==> src/hw/rtl/cptb_pkg.sv <==
package cptb_pkg;

    localparam int DATA_W = 16;
    localparam int PSC_W  = 10;

    // request codes
    typedef enum logic [1:0] {
        REQ_TICK       = 2'd0,
        REQ_WR_RELOAD  = 2'd1,
        REQ_WR_CONTROL = 2'd2,
        REQ_RD_COUNTER = 2'd3
    } req_type_t;

    // control register layout
    localparam logic [7:0]  CTL_WRITABLE    = 8'hC7;
    localparam int          CTL_CASCADE_BIT = 2;
    localparam int          CTL_IRQ_BIT     = 6;
    localparam int          CTL_ENABLE_BIT  = 7;
    localparam logic [15:0] LANE_LOW_MASK   = 16'h00FF;

    // prescale select codes
    typedef enum logic [1:0] {
        PSC_DIV1    = 2'd0,
        PSC_DIV64   = 2'd1,
        PSC_DIV256  = 2'd2,
        PSC_DIV1024 = 2'd3
    } psc_sel_t;

    // per-timer command from the request decoder
    typedef struct packed {
        logic              tick;
        logic              wr_reload;
        logic              wr_control;
        logic [DATA_W-1:0] mask;
        logic [DATA_W-1:0] value;
    } cptb_cmd_t;

    // per-timer event flags for the current tick
    typedef struct packed {
        logic overflow;
        logic irq;
    } cptb_stat_t;

    // last prescaler count of a period
    function automatic logic [PSC_W-1:0] psc_last(input psc_sel_t sel);
        logic [PSC_W-1:0] last;
        unique case (sel)
            PSC_DIV1:    last = 10'd0;
            PSC_DIV64:   last = 10'd63;
            PSC_DIV256:  last = 10'd255;
            PSC_DIV1024: last = 10'd1023;
            default:     last = 10'd0;
        endcase
        return last;
    endfunction

endpackage

==> src/hw/rtl/cptb_timer.sv <==
module cptb_timer
    import cptb_pkg::*;
#(
    parameter int   COUNTER_WIDTH = 16,
    parameter logic CASCADE_EN    = 1'b1
) (
    input  logic                     aclk,
    input  logic                     aresetn,
    input  cptb_cmd_t                cmd,
    input  logic                     carry_in,
    output cptb_stat_t               stat,
    output logic [COUNTER_WIDTH-1:0] count_value
);

    logic [DATA_W-1:0]        reload_reg, reload_next;
    logic [7:0]               ctl_reg, ctl_next;
    logic [COUNTER_WIDTH-1:0] cnt_reg, cnt_next;
    psc_sel_t                 psel_reg, psel_next;
    logic [PSC_W-1:0]         pcnt_reg, pcnt_next;
    logic                     over;

    always_ff @(posedge aclk) begin
        if (!aresetn) begin
            reload_reg <= '0;
            ctl_reg    <= '0;
            cnt_reg    <= '0;
            psel_reg   <= PSC_DIV1;
            pcnt_reg   <= '0;
        end else begin
            reload_reg <= reload_next;
            ctl_reg    <= ctl_next;
            cnt_reg    <= cnt_next;
            psel_reg   <= psel_next;
            pcnt_reg   <= pcnt_next;
        end
    end

    always_comb begin
        logic [7:0]               m;
        logic [7:0]               nw;
        logic                     chained;
        logic                     chained_nw;
        logic                     wrap;
        logic                     inc;
        logic                     restart;
        logic [COUNTER_WIDTH-1:0] reload_ext;
        psc_sel_t                 new_sel;

        reload_next = reload_reg;
        ctl_next    = ctl_reg;
        cnt_next    = cnt_reg;
        psel_next   = psel_reg;
        pcnt_next   = pcnt_reg;

        reload_ext = COUNTER_WIDTH'(reload_reg);
        m          = cmd.mask[7:0] & CTL_WRITABLE;
        nw         = (ctl_reg & ~m) | (cmd.value[7:0] & m);
        chained    = CASCADE_EN && ctl_reg[CTL_CASCADE_BIT];
        chained_nw = CASCADE_EN && nw[CTL_CASCADE_BIT];
        restart    = 1'b0;
        new_sel    = PSC_DIV1;

        // tick: prescaler step or carry from below, then count
        wrap = (pcnt_reg >= psc_last(psel_reg));
        inc  = cmd.tick && ctl_reg[CTL_ENABLE_BIT] && (chained ? carry_in : wrap);
        over = inc && (&cnt_reg);
        if (cmd.tick && ctl_reg[CTL_ENABLE_BIT] && !chained) begin
            pcnt_next = wrap ? '0 : PSC_W'(pcnt_reg + 10'd1);
        end
        if (inc) begin
            cnt_next = over ? reload_ext : COUNTER_WIDTH'(cnt_reg + 1'b1);
        end

        if (cmd.wr_reload) begin
            reload_next = (reload_reg & ~cmd.mask) | (cmd.value & cmd.mask);
        end

        if (cmd.wr_control) begin
            ctl_next = nw;
            // prescale select only moves when the low lane is written
            if ((cmd.mask & LANE_LOW_MASK) != '0) begin
                if ((nw[1:0] != 2'd0) && !chained_nw) begin
                    new_sel = psc_sel_t'(nw[1:0]);
                end
                if (new_sel != psel_reg) begin
                    psel_next = new_sel;
                    restart   = 1'b1;
                end
            end
            // start: load from reload
            if (!ctl_reg[CTL_ENABLE_BIT] && nw[CTL_ENABLE_BIT]) begin
                cnt_next = reload_ext;
                restart  = 1'b1;
            end
            if (restart && nw[CTL_ENABLE_BIT] && !chained_nw) begin
                pcnt_next = '0;
            end
        end
    end

    assign stat.overflow = over;
    assign stat.irq      = over && ctl_reg[CTL_IRQ_BIT];
    assign count_value   = cnt_reg;

endmodule

==> src/hw/rtl/cascaded_prescaled_timer_bank.sv <==
// channel | ports                                   | accepted when
// request | s_req_type s_timer_index s_write_mask   | s_valid && s_ready
//         | s_write_value                           |
// result  | m_read_data m_irq_pulses                | m_valid && m_ready
//         | m_overflow_pulses                       |
//
// one request per cycle sustained while results are taken; a taken request passes
// through the request register, then the bank update and result register
// aresetn (synchronous, active low) clears every timer, reload and control
// register and empties both registers
// a stalled result holds the result register; the request register still
// takes one more request behind it
module cascaded_prescaled_timer_bank
    import cptb_pkg::*;
#(
    parameter int NUM_TIMERS    = 4,
    parameter int COUNTER_WIDTH = 16
) (
    input  logic              aclk,
    input  logic              aresetn,
    input  logic              s_valid,
    output logic              s_ready,
    input  logic [1:0]        s_req_type,
    input  logic [1:0]        s_timer_index,
    input  logic [DATA_W-1:0] s_write_mask,
    input  logic [DATA_W-1:0] s_write_value,
    output logic              m_valid,
    input  logic              m_ready,
    output logic [DATA_W-1:0] m_read_data,
    output logic [3:0]        m_irq_pulses,
    output logic [3:0]        m_overflow_pulses
);

    // request register
    logic              in_vld_reg, in_vld_next;
    req_type_t         req_reg;
    logic [1:0]        idx_reg;
    logic [DATA_W-1:0] mask_reg;
    logic [DATA_W-1:0] val_reg;

    // result register
    logic              out_vld_reg, out_vld_next;
    logic [DATA_W-1:0] rd_reg, rd_next;
    logic [3:0]        irq_reg, irq_next;
    logic [3:0]        ovf_reg, ovf_next;

    logic advance;
    logic fire;
    logic take;

    // per-timer wiring
    cptb_cmd_t                cmd   [NUM_TIMERS];
    cptb_stat_t               stat  [NUM_TIMERS];
    logic [COUNTER_WIDTH-1:0] cnt   [NUM_TIMERS];
    logic [NUM_TIMERS-1:0]    carry;

    // the result register frees up when empty or taken this cycle
    assign advance = !out_vld_reg || m_ready;
    assign fire    = in_vld_reg && advance;
    assign s_ready = !in_vld_reg || advance;
    assign take    = s_valid && s_ready;

    always_comb begin
        in_vld_next = in_vld_reg;
        if (take) begin
            in_vld_next = 1'b1;
        end else if (fire) begin
            in_vld_next = 1'b0;
        end
        out_vld_next = out_vld_reg;
        if (fire) begin
            out_vld_next = 1'b1;
        end else if (m_ready) begin
            out_vld_next = 1'b0;
        end
    end

    always_ff @(posedge aclk) begin
        if (!aresetn) begin
            in_vld_reg  <= 1'b0;
            out_vld_reg <= 1'b0;
        end else begin
            in_vld_reg  <= in_vld_next;
            out_vld_reg <= out_vld_next;
        end
    end

    always_ff @(posedge aclk) begin
        if (take) begin
            req_reg  <= req_type_t'(s_req_type);
            idx_reg  <= s_timer_index;
            mask_reg <= s_write_mask;
            val_reg  <= s_write_value;
        end
        if (fire) begin
            rd_reg  <= rd_next;
            irq_reg <= irq_next;
            ovf_reg <= ovf_next;
        end
    end

    // the bank: overflow of each timer ripples as carry into its neighbor
    assign carry[0] = 1'b0;

    for (genvar g = 0; g < NUM_TIMERS; g++) begin : g_timer
        logic hit;
        assign hit = (32'(idx_reg) == g);

        assign cmd[g].tick       = fire && (req_reg == REQ_TICK);
        assign cmd[g].wr_reload  = fire && (req_reg == REQ_WR_RELOAD) && hit;
        assign cmd[g].wr_control = fire && (req_reg == REQ_WR_CONTROL) && hit;
        assign cmd[g].mask       = mask_reg;
        assign cmd[g].value      = val_reg;

        // timer 0 has nothing below it to cascade from
        cptb_timer #(
            .COUNTER_WIDTH (COUNTER_WIDTH),
            .CASCADE_EN    (g != 0)
        ) u_timer (
            .aclk        (aclk),
            .aresetn     (aresetn),
            .cmd         (cmd[g]),
            .carry_in    (carry[g]),
            .stat        (stat[g]),
            .count_value (cnt[g])
        );

        // the top timer has no upper neighbor to carry into
        if (g + 1 < NUM_TIMERS) begin : g_carry
            assign carry[g+1] = stat[g].overflow;
        end
    end

    // only the lower four timers report pulses
    for (genvar p = 0; p < 4; p++) begin : g_pulse
        if (p < NUM_TIMERS) begin : g_live
            assign irq_next[p] = stat[p].irq;
            assign ovf_next[p] = stat[p].overflow;
        end else begin : g_none
            assign irq_next[p] = 1'b0;
            assign ovf_next[p] = 1'b0;
        end
    end

    // counter read; an index with no timer reads zero
    always_comb begin
        rd_next = '0;
        if (req_reg == REQ_RD_COUNTER) begin
            for (int i = 0; i < NUM_TIMERS; i++) begin
                if (32'(idx_reg) == i) begin
                    rd_next = DATA_W'(cnt[i]);
                end
            end
        end
    end

    assign m_valid           = out_vld_reg;
    assign m_read_data       = rd_reg;
    assign m_irq_pulses      = irq_reg;
    assign m_overflow_pulses = ovf_reg;

endmodule

==> config.mk <==
export PLATFORM = sky130hd
export DESIGN_NAME = cascaded_prescaled_timer_bank
export DESIGN_NICKNAME = d
export VERILOG_FILES = /design/src/hw/rtl/cptb_pkg.sv /design/src/hw/rtl/cptb_timer.sv /design/src/hw/rtl/cascaded_prescaled_timer_bank.sv
export SDC_FILE = /design/constraint.sdc
export NUM_CORES = 1
export LEC_CHECK = 0
export BUFFER_PORTS_ARGS = -buffer_cell sky130_fd_sc_hd__buf_2
export CORE_MARGIN = 2
export CORE_UTILIZATION = 67
export CTS_CLUSTER_DIAMETER = 120
export CTS_CLUSTER_SIZE = 8
export DETAILED_ROUTE_END_ITERATION = 10
export PLACE_DENSITY_LB_ADDON = 0.2
export SETUP_SLACK_MARGIN = 0.5
export SLEW_MARGIN = 20
export SYNTH_ARGS = -nofsm -noshare
export SYNTH_HDL_FRONTEND = slang
export SYNTH_HIERARCHICAL = 1
export SYNTH_SLANG_ARGS = --single-unit
==> constraint.sdc <==
create_clock -name aclk -period 8.3 [get_ports aclk]
set_input_delay 0.83 -clock aclk [delete_from_list [all_inputs] [get_ports aclk]]
set_output_delay 0.83 -clock aclk [all_outputs]
set_load 0.01 [all_outputs]
==> impl_results.md <==
- Rows: 52
- Initial DRC count: 1,817
- Cell Chain, Critical Path: nand2_1 > ha_1 > a21oi_1 > o21a_1 > o211a_1 > nor3_1 > nand4_1 > o41a_1 > a21boi_4 > nor2_1 > nand4_1 > and3_1 > nor2_1 > nand4_1 > o31a_1 > and2_1 > mux2i_1 > a31oi_1
- Final Max Slew Viols: 0
- CP max FO: 22
- WP data required: 8.64 ns
- Max IR drop VDD: 192 uV
- Pin count of the biggest net entering global routing: 63
- Core Area: 0.0204 mm^2
- Global-route wire length before repair: 64.2 mm
- Post-synthesis cell count: roughly 1,600
- # hold bufs at CTS: 0
- Worst-Skew Late Latency: roughly 0.52 ns
- Die area: 0.0221 mm^2
- Met3 Use GR: 8.04%
- CP max stage delay: 0.61 ns
- Most frequent CP cell: nand4_1
- Area grow syn2layout: 10.1%
- ANT cells: 0
- Met2 global-route usage: a little under three fifths
- Worst-Margin Slew: 1.04 ns
- Number of routed nets with antenna violations: 0
- Setup TNS: 0 ns
- CTS clock-pin slew for the worst setup and hold paths: approximately 0.05 ns
- CTS root buffer: clkbuf_16
- Vias per Instance: 6.83
- Die X-Extent: 149 um
- Endpoints failing hold: 0
- Fill cells: between 1,000 and 1,500
- Synth warn: 6
- HP Class: register to register
- Tot GR Track Use: between 30% and 40%
- Clock buffer depth: 3
- Layout Nets: 1,738
- CTS Buf Count: 38
- R2R depth: 18
- RSZ-0062 raised after global routing: no
- Total power draw: ~2.8 mW
- Router iterations before antenna repair: 6
- Final min period: 5.52 ns
- I/O pin cnt: 66
- Final Wtd Congestion: 0.958
- FF-to-FF Start: g_timer[0].u_timer/psel_reg[1]
- Post-CTS Resized: 0
- Detailed Route WL: between 40 and 50 mm
- Worst reg2reg path endpoint: g_timer[3].u_timer/count_value[3]
- CP max stage cell: a21boi_4
- Fmax: 181 MHz
- WS Path Type: register to register
- Vias: 13,395
- Outcome: finished clean
- Startpoint types: register
- Vias in the first global route: between 10,000 and 15,000
- Sink Count: ~260
- Die H: 149 um
- Crit path DAT: 5.86 ns
- DR WL/cell: 21.3 um
- Most common cell after layout, fill and taps aside: nand2_1
- Remaining global-route overflow: 0
- Most crowded layer after global routing: met2
- Static leakage: 5.47 nW
- Met1 Use GR: 49.7%
- Initial antenna violation count: 1
- Buffers on Ports: 65
- Most frequent cells in the layout: 263 x nand2_1, 197 x dfxtp_1, 155 x nand3_1
- # DRC: 0
- Hold Path Stages: 2
- Period utilisation layout: 66.5%
- Syn_area_per_cell: 8.55 um^2
- CP endpoint kind: register
- H-tree depth: 2
- Slew margin rel.: between 30% and 40%
- Syn nets: 1,708
- Cell area power density: 185 mW/mm^2
- Max-cap violations: 0
- CTS tree: done
- Postcts setup bufs: 0
- FF-to-FF setup slack: 2.78 ns
- Synthesized area: ~0.014 mm^2
- # setup viols final: 0
- Initial Util: a little under 70%
- Hpwl dp: 27.9 mm
- Share of cells above drive strength 1: 10.2%
- Setup Skew: 0.0216 ns
==> layer usage <==
| metal | up-vias | share of wire (%) | wire length [um] |
|---|---|---|---|
| met5 | - | 0 | 0 |
| met4 | 0 | 4.3 | 1810 |
| met3 | 168 | 13 | 5320 |
| met2 | 942 | 44 | 18600 |
| met1 | 6188 | 38 | 16100 |
| li1 | 6097 | - | - |
==> critical path: cells and delay by family, from the launching register on <==
family                   cells  cell delay [ns]
AND/OR/NAND/NOR              9             2.19
AO/OA/AOI/OAI                7             2.06
flip-flops                   1             0.49
adder cells (fa/ha/maj)      1             0.34
multiplexers                 1             0.23
==> worst max path at each step <==
stage,startpoint,end,slack (ns),depth (start not counted)
floorplan,m_ready,g_timer[3].u_timer/count_value[0],2.78,25
global placement,m_ready,g_timer[3].u_timer/count_value[3],3.13,17
detailed placement,m_ready,g_timer[3].u_timer/count_value[3],2.95,17
CTS,g_timer[0].u_timer/psel_reg[1],g_timer[3].u_timer/count_value[0],2.97,18
global route,g_timer[0].u_timer/psel_reg[1],g_timer[3].u_timer/count_value[3],2.44,18
finish,g_timer[0].u_timer/psel_reg[1],g_timer[3].u_timer/count_value[3],2.78,18
==> report_power, final <==
group	switching, mW	internal, mW
clock	0.552	0.848
combinational	0.0711	0.0359
sequential	0.0393	1.30
total	0.663	2.19
==> final cells by class <==
type	instances	area (um^2)	area share (%)
clock buffer	59	1030	6.68
clock inverter	4	42.5	0.276
inverter	23	91.3	0.593
multi-input combinational	1262	7670	49.8
sequential	257	5750	37.3
tap	270	338	2.19
timing repair buffer	85	492	3.19
==> stage by stage <==
step                area, um^2  setup slack, ns  instances  util (%)  hold slack (ns)
floorplan                14000             2.78       1637         -            0.432
global placement         14300             3.13       1895      70.2            0.443
detailed placement       14300             2.95       1895      70.2            0.445
CTS                      15400             2.97       1958      75.5            0.452
global route             15400             2.44       1960      75.7            0.476
finish                   15400             2.78       1960      75.7            0.450
No activity file was read; power rests on OpenSTA's default activity.
